File: config.mk
export PLATFORM = sky130hd
export DESIGN_NAME = sata_command_descriptor_builder
export DESIGN_NICKNAME = d
export VERILOG_FILES = /design/src/design/scdb_pkg.sv /design/src/design/sata_command_descriptor_builder.sv /design/src/design/scdb_front.sv /design/src/design/scdb_queue.sv /design/src/design/scdb_back.sv
export SDC_FILE = /design/constraint.sdc
export NUM_CORES = 1
export LEC_CHECK = 0
export BUFFER_PORTS_ARGS = -buffer_cell sky130_fd_sc_hd__buf_2
export CAP_MARGIN = 40
export CORE_MARGIN = 2
export CORE_UTILIZATION = 30
export DETAILED_ROUTE_END_ITERATION = 8
export SYNTH_ARGS = -nofsm -noshare
export SYNTH_HDL_FRONTEND = slang
export SYNTH_SLANG_ARGS = --single-unit
File: constraint.sdc
create_clock -name clk -period 13.01 [get_ports clk]
set_clock_uncertainty 0.05 [all_clocks]
set_input_delay 1.301 -clock clk [delete_from_list [all_inputs] [get_ports clk]]
set_output_delay 1.301 -clock clk [all_outputs]
set_load 0.005 [all_outputs]
File: src/design/scdb_pkg.sv
// Shared types, codes and constants of the SATA command descriptor builder.
// No dependencies; every other design file refers to this package by scoped names.
package scdb_pkg;

    // Fixed field widths
    localparam int SLOT_W  = 5;
    localparam int CFG_W   = 6;
    localparam int KIND_W  = 3;
    localparam int NREG_W  = 6;    // wide enough for any region count up to 63
    localparam int LEN_W   = 32;

    // Build constants
    localparam int SLOTS_DEF      = 32;
    localparam int MAX_REGIONS    = 8;
    localparam int REGION_BYTES   = 4194304;          // 0x400000, a power of two
    localparam int REGION_SHIFT   = $clog2(REGION_BYTES);
    localparam int RB_W           = REGION_SHIFT + 1; // holds REGION_BYTES itself
    localparam int COUNT_CODE_W   = 22;               // 0x3FFFFF mask
    localparam logic [CFG_W-1:0] SLOT_COUNT_RESET = 6'd32;

    // FIS and header constants
    localparam logic [7:0] FIS_TYPE_H2D = 8'h27;
    localparam logic [7:0] FIS_CMD_BIT  = 8'h80;
    localparam logic [7:0] DEV_BASE     = 8'hA0;
    localparam logic [7:0] DEV_LBA_BIT  = 8'h40;
    localparam logic [7:0] FIS_CONTROL  = 8'h08;
    localparam logic [4:0] FIS_DWORDS   = 5'd5;

    // Input action codes
    localparam logic ACT_SUBMIT  = 1'b0;
    localparam logic ACT_RELEASE = 1'b1;

    // Result kinds
    localparam logic [KIND_W-1:0] KIND_HEADER   = 3'd0;
    localparam logic [KIND_W-1:0] KIND_REGION   = 3'd1;
    localparam logic [KIND_W-1:0] KIND_NO_SLOT  = 3'd2;
    localparam logic [KIND_W-1:0] KIND_TOO_LONG = 3'd3;
    localparam logic [KIND_W-1:0] KIND_RELEASED = 3'd4;

    // Queue between front and back
    localparam int QUEUE_DEPTH = 2;   // power of two, so the pointers wrap by themselves
    localparam int QPTR_W      = $clog2(QUEUE_DEPTH);
    localparam int QCNT_W      = $clog2(QUEUE_DEPTH + 1);

    typedef struct packed {
        logic              action;
        logic [SLOT_W-1:0] slot_to_free;
        logic [7:0]        ata_command;
        logic [47:0]       lba;
        logic              lba28_mode;
        logic [15:0]       sector_count;
        logic [15:0]       features;
        logic              is_write;
        logic [63:0]       buffer_address;
        logic [LEN_W-1:0]  transfer_length;
    } in_item_t;

    typedef struct packed {
        logic [KIND_W-1:0]       kind;
        logic [SLOT_W-1:0]       slot;
        logic [31:0]             header_dword;
        logic [63:0]             fis_low;
        logic [63:0]             fis_upper;
        logic [63:0]             region_address;
        logic [COUNT_CODE_W-1:0] region_count_code;
        logic                    last;
    } out_item_t;

    // A classified item waiting for the back end
    typedef struct packed {
        logic [KIND_W-1:0] kind;
        logic [SLOT_W-1:0] slot;
        logic [NREG_W-1:0] nreg;
        logic [31:0]       header_dword;
        logic [63:0]       fis_low;
        logic [63:0]       fis_upper;
        logic [63:0]       base;
        logic [LEN_W-1:0]  len;
    } job_t;

endpackage

File: src/design/sata_command_descriptor_builder.sv
// Top level of the SATA command descriptor builder: front end, queue and back end.
// Depends on scdb_pkg, scdb_front, scdb_queue and scdb_back.
// An accepted item is queued in a register, then its first result in the output register.
// A release or rejected submit gives one result, a submit a header and one per region
// (at most 9 in all); the back end emits one per unstalled cycle from the queue head.
// Input items are taken every cycle while the two-entry queue has room.
// Reset (rst_n low, asynchronous) frees every slot, sets the slot count to 32 and empties
// the queue and output register; no clearing pass follows.
module sata_command_descriptor_builder #(
    parameter int SLOTS = scdb_pkg::SLOTS_DEF
) (
    input  logic                        clk,
    input  logic                        rst_n,
    input  logic                        in_valid,
    output logic                        in_stall,
    input  scdb_pkg::in_item_t          in_item,
    output logic                        out_valid,
    input  logic                        out_stall,
    output scdb_pkg::out_item_t         out_item,
    input  logic                        cfg_valid,
    output logic                        cfg_ready,
    input  logic [scdb_pkg::CFG_W-1:0]  cfg_data
);

    // Classified items pass from the front end to the back end through the queue,
    // so a stalled output only holds up the front once the queue has filled.
    logic           push;
    scdb_pkg::job_t push_job;
    logic           queue_full;
    logic           pop;
    logic           head_valid;
    scdb_pkg::job_t head_job;

    // The front end owns the slot bitmap, so a submit directly after a release
    // sees the freed slot.
    scdb_front #(
        .SLOTS (SLOTS)
    ) u_front (
        .clk        (clk),
        .rst_n      (rst_n),
        .in_valid   (in_valid),
        .in_stall   (in_stall),
        .in_item    (in_item),
        .cfg_valid  (cfg_valid),
        .cfg_ready  (cfg_ready),
        .cfg_data   (cfg_data),
        .push       (push),
        .push_job   (push_job),
        .queue_full (queue_full)
    );

    scdb_queue u_queue (
        .clk        (clk),
        .rst_n      (rst_n),
        .push       (push),
        .push_job   (push_job),
        .full       (queue_full),
        .pop        (pop),
        .head_valid (head_valid),
        .head_job   (head_job)
    );

    // The back end walks a submit's header and region entries and pops the item
    // with its last result.
    scdb_back u_back (
        .clk        (clk),
        .rst_n      (rst_n),
        .head_valid (head_valid),
        .head_job   (head_job),
        .pop        (pop),
        .out_valid  (out_valid),
        .out_stall  (out_stall),
        .out_item   (out_item)
    );

endmodule

File: src/design/scdb_front.sv
// Front end: accepts items, holds the slot bitmap and slot count, classifies each item.
// Depends on scdb_pkg.
module scdb_front #(
    parameter int SLOTS = scdb_pkg::SLOTS_DEF
) (
    input  logic                           clk,
    input  logic                           rst_n,
    input  logic                           in_valid,
    output logic                           in_stall,
    input  scdb_pkg::in_item_t             in_item,
    input  logic                           cfg_valid,
    output logic                           cfg_ready,
    input  logic [scdb_pkg::CFG_W-1:0]     cfg_data,
    output logic                           push,
    output scdb_pkg::job_t                 push_job,
    input  logic                           queue_full
);

    localparam int NFULL_W = scdb_pkg::LEN_W + 1;

    logic [SLOTS-1:0]               busy_reg, busy_next;
    logic [scdb_pkg::CFG_W-1:0]     slot_count_reg;
    logic [SLOTS-1:0]               free_mask;
    logic [SLOTS-1:0]               lowest_free;
    logic                           found;
    logic [scdb_pkg::SLOT_W-1:0]    alloc_slot;
    logic [NFULL_W-1:0]             nreg_full;
    logic                           too_long;
    logic                           accept;
    logic [7:0]                     dev_byte;
    scdb_pkg::job_t                 job;

    assign accept    = in_valid && !queue_full;
    assign in_stall  = queue_full;
    assign cfg_ready = 1'b1;
    assign push      = accept;
    assign push_job  = job;

    // Lowest free slot below the usable count: isolate the lowest set bit, then encode.
    always_comb
    begin
        free_mask  = '0;
        alloc_slot = '0;
        for (int i = 0; i < SLOTS; i++)
        begin
            free_mask[i] = !busy_reg[i] && (scdb_pkg::CFG_W'(i) < slot_count_reg);
        end
        lowest_free = free_mask & (~free_mask + SLOTS'(1));
        for (int i = 0; i < SLOTS; i++)
        begin
            if (lowest_free[i])
            begin
                alloc_slot = alloc_slot | scdb_pkg::SLOT_W'(i);
            end
        end
        found = |free_mask;
    end

    assign nreg_full = (NFULL_W'(in_item.transfer_length) + NFULL_W'(scdb_pkg::REGION_BYTES - 1))
                       >> scdb_pkg::REGION_SHIFT;
    assign too_long  = nreg_full > NFULL_W'(scdb_pkg::MAX_REGIONS);

    assign dev_byte = scdb_pkg::DEV_BASE | scdb_pkg::DEV_LBA_BIT
                      | {4'h0, (in_item.lba28_mode ? in_item.lba[27:24] : 4'h0)};

    always_comb
    begin
        job       = '0;
        busy_next = busy_reg;
        priority if (in_item.action == scdb_pkg::ACT_RELEASE)
        begin
            job.kind = scdb_pkg::KIND_RELEASED;
            job.slot = in_item.slot_to_free;
            if (accept && (32'(in_item.slot_to_free) < SLOTS))
            begin
                busy_next = busy_reg & ~(SLOTS'(1) << in_item.slot_to_free);
            end
        end
        else if (too_long)
        begin
            job.kind = scdb_pkg::KIND_TOO_LONG;
        end
        else if (!found)
        begin
            job.kind = scdb_pkg::KIND_NO_SLOT;
        end
        else
        begin
            job.kind         = scdb_pkg::KIND_HEADER;
            job.slot         = alloc_slot;
            job.nreg         = scdb_pkg::NREG_W'(nreg_full);
            job.header_dword = {16'(nreg_full), 9'd0, in_item.is_write, 1'b0,
                                scdb_pkg::FIS_DWORDS};
            job.fis_low      = {dev_byte, in_item.lba[23:0], in_item.features[7:0],
                                in_item.ata_command, scdb_pkg::FIS_CMD_BIT,
                                scdb_pkg::FIS_TYPE_H2D};
            job.fis_upper    = {scdb_pkg::FIS_CONTROL, 8'h00, in_item.sector_count,
                                in_item.features[15:8], in_item.lba[47:24]};
            job.base         = in_item.buffer_address;
            job.len          = in_item.transfer_length;
            if (accept)
            begin
                busy_next = busy_reg | lowest_free;
            end
        end
    end

    always_ff @(posedge clk or negedge rst_n)
    begin
        if (!rst_n)
        begin
            busy_reg       <= '0;
            slot_count_reg <= scdb_pkg::SLOT_COUNT_RESET;
        end
        else
        begin
            busy_reg <= busy_next;
            if (cfg_valid && cfg_ready)
            begin
                slot_count_reg <= cfg_data;
            end
        end
    end

    // An allocated slot was free when it was taken.
    assert property (@(posedge clk) disable iff (!rst_n)
        (push && push_job.kind == scdb_pkg::KIND_HEADER)
            |-> (busy_reg & (SLOTS'(1) << push_job.slot)) == '0)
        else $error("front: allocated a slot that was already busy");

    // A rejected submit leaves the bitmap alone.
    assert property (@(posedge clk) disable iff (!rst_n)
        (push && (push_job.kind == scdb_pkg::KIND_NO_SLOT
                  || push_job.kind == scdb_pkg::KIND_TOO_LONG))
            |=> busy_reg == $past(busy_reg))
        else $error("front: rejected submit changed the slot bitmap");

endmodule

File: src/design/scdb_queue.sv
// Short queue of classified items between the front and back ends.
// Depends on scdb_pkg.
module scdb_queue (
    input  logic           clk,
    input  logic           rst_n,
    input  logic           push,
    input  scdb_pkg::job_t push_job,
    output logic           full,
    input  logic           pop,
    output logic           head_valid,
    output scdb_pkg::job_t head_job
);

    scdb_pkg::job_t                 entries_reg [scdb_pkg::QUEUE_DEPTH];
    logic [scdb_pkg::QPTR_W-1:0]    wr_ptr_reg, wr_ptr_next;
    logic [scdb_pkg::QPTR_W-1:0]    rd_ptr_reg, rd_ptr_next;
    logic [scdb_pkg::QCNT_W-1:0]    count_reg, count_next;

    assign full       = count_reg == scdb_pkg::QCNT_W'(scdb_pkg::QUEUE_DEPTH);
    assign head_valid = count_reg != '0;
    assign head_job   = entries_reg[rd_ptr_reg];

    always_comb
    begin
        wr_ptr_next = push ? wr_ptr_reg + 1'b1 : wr_ptr_reg;
        rd_ptr_next = pop  ? rd_ptr_reg + 1'b1 : rd_ptr_reg;
        count_next  = count_reg + scdb_pkg::QCNT_W'(push) - scdb_pkg::QCNT_W'(pop);
    end

    always_ff @(posedge clk or negedge rst_n)
    begin
        if (!rst_n)
        begin
            wr_ptr_reg <= '0;
            rd_ptr_reg <= '0;
            count_reg  <= '0;
        end
        else
        begin
            wr_ptr_reg <= wr_ptr_next;
            rd_ptr_reg <= rd_ptr_next;
            count_reg  <= count_next;
        end
    end

    always_ff @(posedge clk)
    begin
        if (push)
        begin
            entries_reg[wr_ptr_reg] <= push_job;
        end
    end

    assert property (@(posedge clk) disable iff (!rst_n)
        !(push && full) && !(pop && !head_valid))
        else $error("queue: push while full or pop while empty");

    assert property (@(posedge clk) disable iff (!rst_n)
        count_reg <= scdb_pkg::QCNT_W'(scdb_pkg::QUEUE_DEPTH))
        else $error("queue: fill count beyond depth");

endmodule

File: src/design/scdb_back.sv
// Back end: expands queued items into results in an output register, one per unstalled cycle.
// Depends on scdb_pkg.
module scdb_back (
    input  logic                clk,
    input  logic                rst_n,
    input  logic                head_valid,
    input  scdb_pkg::job_t      head_job,
    output logic                pop,
    output logic                out_valid,
    input  logic                out_stall,
    output scdb_pkg::out_item_t out_item
);

    logic                           out_valid_reg, out_valid_next;
    scdb_pkg::out_item_t            out_item_reg, out_item_next;
    logic [scdb_pkg::NREG_W-1:0]    step_reg, step_next;
    logic [63:0]                    addr_reg, addr_next;
    logic [scdb_pkg::LEN_W-1:0]     rem_reg, rem_next;
    logic                           load;
    logic [scdb_pkg::RB_W-1:0]      chunk;
    logic [scdb_pkg::RB_W:0]        chunk_even;
    logic [scdb_pkg::COUNT_CODE_W-1:0] count_code;
    logic                           region_last;
    scdb_pkg::out_item_t            res;

    assign out_valid = out_valid_reg;
    assign out_item  = out_item_reg;
    assign load      = !out_valid_reg || !out_stall;

    // Byte count of the current region, rounded up to even, minus one.
    always_comb
    begin
        if (rem_reg >= scdb_pkg::LEN_W'(scdb_pkg::REGION_BYTES))
        begin
            chunk = scdb_pkg::RB_W'(scdb_pkg::REGION_BYTES);
        end
        else
        begin
            chunk = rem_reg[scdb_pkg::RB_W-1:0];
        end
        chunk_even = ((scdb_pkg::RB_W+1)'(chunk) + (scdb_pkg::RB_W+1)'(1))
                     & ~(scdb_pkg::RB_W+1)'(1);
        count_code = scdb_pkg::COUNT_CODE_W'(chunk_even - (scdb_pkg::RB_W+1)'(1));
    end

    assign region_last = step_reg == head_job.nreg;

    always_comb
    begin
        out_valid_next = out_valid_reg;
        out_item_next  = out_item_reg;
        step_next      = step_reg;
        addr_next      = addr_reg;
        rem_next       = rem_reg;
        pop            = 1'b0;
        res            = '0;
        if (load)
        begin
            out_valid_next = head_valid;
            if (head_valid)
            begin
                priority if (head_job.kind != scdb_pkg::KIND_HEADER)
                begin
                    res.kind = head_job.kind;
                    res.slot = head_job.slot;
                    res.last = 1'b1;
                    pop      = 1'b1;
                end
                else if (step_reg == '0)
                begin
                    res.kind         = scdb_pkg::KIND_HEADER;
                    res.slot         = head_job.slot;
                    res.header_dword = head_job.header_dword;
                    res.fis_low      = head_job.fis_low;
                    res.fis_upper    = head_job.fis_upper;
                    res.last         = head_job.nreg == '0;
                    addr_next        = head_job.base;
                    rem_next         = head_job.len;
                    if (head_job.nreg == '0)
                    begin
                        pop = 1'b1;
                    end
                    else
                    begin
                        step_next = scdb_pkg::NREG_W'(1);
                    end
                end
                else
                begin
                    res.kind              = scdb_pkg::KIND_REGION;
                    res.slot              = head_job.slot;
                    res.region_address    = addr_reg;
                    res.region_count_code = count_code;
                    res.last              = region_last;
                    addr_next = addr_reg + 64'(scdb_pkg::REGION_BYTES);
                    rem_next  = rem_reg - scdb_pkg::LEN_W'(scdb_pkg::REGION_BYTES);
                    if (region_last)
                    begin
                        pop       = 1'b1;
                        step_next = '0;
                    end
                    else
                    begin
                        step_next = step_reg + scdb_pkg::NREG_W'(1);
                    end
                end
                out_item_next = res;
            end
        end
    end

    always_ff @(posedge clk or negedge rst_n)
    begin
        if (!rst_n)
        begin
            out_valid_reg <= 1'b0;
            step_reg      <= '0;
        end
        else
        begin
            out_valid_reg <= out_valid_next;
            step_reg      <= step_next;
        end
    end

    always_ff @(posedge clk)
    begin
        out_item_reg <= out_item_next;
        addr_reg     <= addr_next;
        rem_reg      <= rem_next;
    end

    // Mid-way through a submit the head must still be that submit, within its region count.
    assert property (@(posedge clk) disable iff (!rst_n)
        (step_reg != '0) |-> (head_valid && head_job.kind == scdb_pkg::KIND_HEADER
                              && step_reg <= head_job.nreg))
        else $error("back: region step without a matching submit at the queue head");

endmodule

==> reports/qor.csv <==
stage,metric,value,unit
status,status,completed,
layout,multi_input_area,0.009360,mm2
floorplan,pin_count,461,
timing,worst_slack,7.609,ns
cts,clkSlewWorstSetupHoldPaths,0.06,ns
timing,rsz0062_at_grt,no,
layout,fillers,10530,
logic_synthesis,ys.flop_type,edfxtp_1,
logic_synthesis,synth_top_cell_area_share,65.65,%
worst_setup_path,critPathLaunchType,register,
placed_design,dp_hpwl,53160,um
placed_design,dp_slack,7.534,ns
logic_synthesis,ys_seq_elements,763,
worst_setup_path,worstPathArrival,5.72,ns
drt,remaining_drc_errors,0,
worst_setup_path,worstSetupPathType,reg2reg,
floorplan,die_w,333.9,um
drt,wire_per_inst,19.14,um
cts,postCtsSetupRepairBufs,0,
placed_design,port_buffers,414,
timing,hold_viol,0,
hold_path,hold_class,reg2reg,
cts,cts-root-buf,clkbuf_16,
logic_synthesis,synth_top_area_cell,edfxtp_1,
timing,fmax,0.1852,GHz
global_routing,grt_antenna_before_repair,19,
floorplan,num_rows,121,
drt,drt_wl_total,81700,um
logic_synthesis,synth_edf_count,714,
layout,seqCellArea,0.02267,mm2
timing,finalCritPeriodShare,41.51,%
logic_synthesis,syn_avg_cell_area,13.96,um2
pwr,power.static_leakage,14.61,nW
cts,cts_tree,built,
floorplan,initial_core_util,30.13,%
pwr,power,7.748,mW
floorplan,die_y,333.9,um
layout,fin_util,36.09,%
timing,slew_headroom,30.46,%
drt,viasPerCell,4.670,
floorplan,core-area,0.1084,mm2
logic_synthesis,async_reset_ff_share,6.422,%
timing,period_minus_slack,5.401,ns
placed_design,place_congestion,0.8643,
worst_setup_path,worstPathRequired,13.33,ns
logic_synthesis,ys_types,81,
timing,tightest_slew,1.043,ns
global_routing,grt_pass1_wl,121300,um
layout,largest_register_ffs,418,
drt,dr.pass1.iters,5,
cts,cts-buffers-inserted,86,
logic_synthesis,syn_inst,2339,
cts,clk_path_buf_depth,3,
drt,dr_total_vias,19930,
cts,hold_buffers,0,
timing,setup_violations,0,
worst_setup_path,cp-end-kind,register,
cts,cts.sinks,763,
worst_setup_path,worstPathMaxFanout,15,
layout,syn_to_final_growth,19.78,%
logic_synthesis,synth_area_leaders,"edfxtp_1 66%, and2_1 4.9%, mux2i_1 4.4%, dfrtp_1 3.7%, nor2_1 2.5%",
layout,drive_above_1_share,23.39,%
global_routing,grt_max_degree,100,
logic_synthesis,netlist_area,0.03266,mm2
logic_synthesis,seq_area_frac_synth,69.41,%
cts,htree_levels,3,
global_routing,grt.total_usage,14.31,%
cts,post_cts_resized,0,
drt,drt_iter0_drc,1401,
timing,slew_violations,0,
drt,final_antenna_net_count,0,
logic_synthesis,yosys_warnings,0,
layout,nNetsFinal,2991,
timing,setup_tns,0,ns
global_routing,overflow,0,
pwr,p_per_area,198.1,mW/mm2
global_routing,grt_pass1_vias,19650,
pwr,vdd_drop_max,0.1249,mV
floorplan,die-area,0.1115,mm2
job,drv_cap,0,
cts,insertion_delay,0.65,ns
## synthesized netlist by cell type, types with 5 or more instances
| cell type | number |
|---|---|
| buf_4 | 56 |
| a211oi_1 | 23 |
| a31oi_1 | 10 |
| xnor2_1 | 55 |
| nand4b_1 | 5 |
| clkbuf_1 | 77 |
| and3_1 | 21 |
| o41ai_1 | 7 |
| buf_2 | 15 |
| o31ai_1 | 13 |
| inv_1 | 22 |
| nand2_1 | 90 |
| nor4_1 | 16 |
| a21oi_1 | 75 |
| dfrtp_1 | 48 |
| and2_1 | 258 |
| mux2i_1 | 143 |
| buf_1 | 17 |
| nand4_1 | 33 |
| and4_1 | 8 |
| nor3_1 | 27 |
| o21ai_0 | 90 |
| o211ai_1 | 5 |
| nand3_1 | 51 |
| nor2_1 | 221 |
| ha_1 | 9 |
| edfxtp_1 | 714 |
| mux2_2 | 57 |
| xor2_1 | 31 |
| nand2b_1 | 14 |
| nor2b_1 | 32 |
| or3_1 | 10 |
## kinds of logic after synthesis
kind of cell	Yosys count	share of synthesized area, %
xor gates and xnor gates	86	2.306
muxes	200	6.348
adders and majority gates	9	0.3448
and+or+nand+nor	815	13.29
AOI/OAI and AO/OA	275	5.379
DFF	763	69.41
other	2	0.02300
buffers and inverters	189	2.900
## placed cells by master (no fill, tap or decap), drive strengths merged, types with 34 or more instances in the layout
cell type | Yosys | final
edfxtp | 714 | 714
and2 | 258 | 258
clkinv | 0 | 34
conb | 2 | 72
nand2 | 91 | 91
xnor2 | 55 | 55
a21oi | 75 | 75
mux2i | 143 | 143
nand3 | 51 | 51
mux2 | 57 | 57
buf | 89 | 449
dfrtp | 48 | 48
nor2 | 221 | 221
clkbuf | 78 | 104
o21ai | 92 | 92
## final cells by class
class                   count  area share [%]
multi-input cells        1457           23.93
repair buffers            449           6.435
clock buffers             104           5.783
inverters                  22          0.2303
clock inverters            52           1.100
well taps                1414           4.523
diodes                      7         0.04478
flip-flops and latches    763           57.96
## routing by layer
metal	up-vias	part of all wire, %	track usage [%]	routed length, um
li1	9421	-	-	-
met1	9726	43	18.47	35120
met2	608	47	22.93	38140
met3	161	6.9	3.833	5662
met4	16	3.3	5.549	2672
met5	-	0.12	0	100
## metrics by stage
stage	cell area (um2)	std cells	hold WS [ns]
floorplan	32920	2409	0.3950
global placement	36160	4094	0.4305
detailed placement	36410	4105	0.4311
CTS	39100	4261	0.4520
global route	39110	4265	0.4716
finish	39120	4268	0.4413
## worst paths after layout
check / startpoint / end / cells after the start / slack [ns]
min in group asynchronous: rst_n / u_front.busy_reg[6] / 2 / 0.74
max in group asynchronous: rst_n / u_queue.rd_ptr_reg / 2 / 11.60
hold reg to reg: u_queue.count_reg[0] / u_back.out_valid / 2 / 0.44
setup / recovery: u_back.rem_reg[27] / u_back.out_item[16] / 13 / 7.61
hold / removal: u_queue.count_reg[0] / u_back.out_valid / 2 / 0.44
setup reg to reg: u_back.rem_reg[27] / u_back.out_item[16] / 13 / 7.61
## report_power, final
part	switching (mW)	internal, mW	total, mW
Sequential	0.229	3.47	3.70
Combinational	1.07	0.643	1.71
Clock	1.00	1.33	2.33
## worst max-delay path, stage by stage (launching register included)
cell	delay, ns
edfxtp_1	0.45
or4_4	0.57
nor3_2	0.46
o21a_1	0.61
and2_1	0.22
ha_1	0.34
nand4_1	0.31
nor4_1	0.61
o41ai_1	0.15
a311oi_1	0.62
a211oi_2	0.16
a32o_1	0.27
nor3_1	0.19
o21ai_0	0.10
Power figures use the tool's default switching activity.
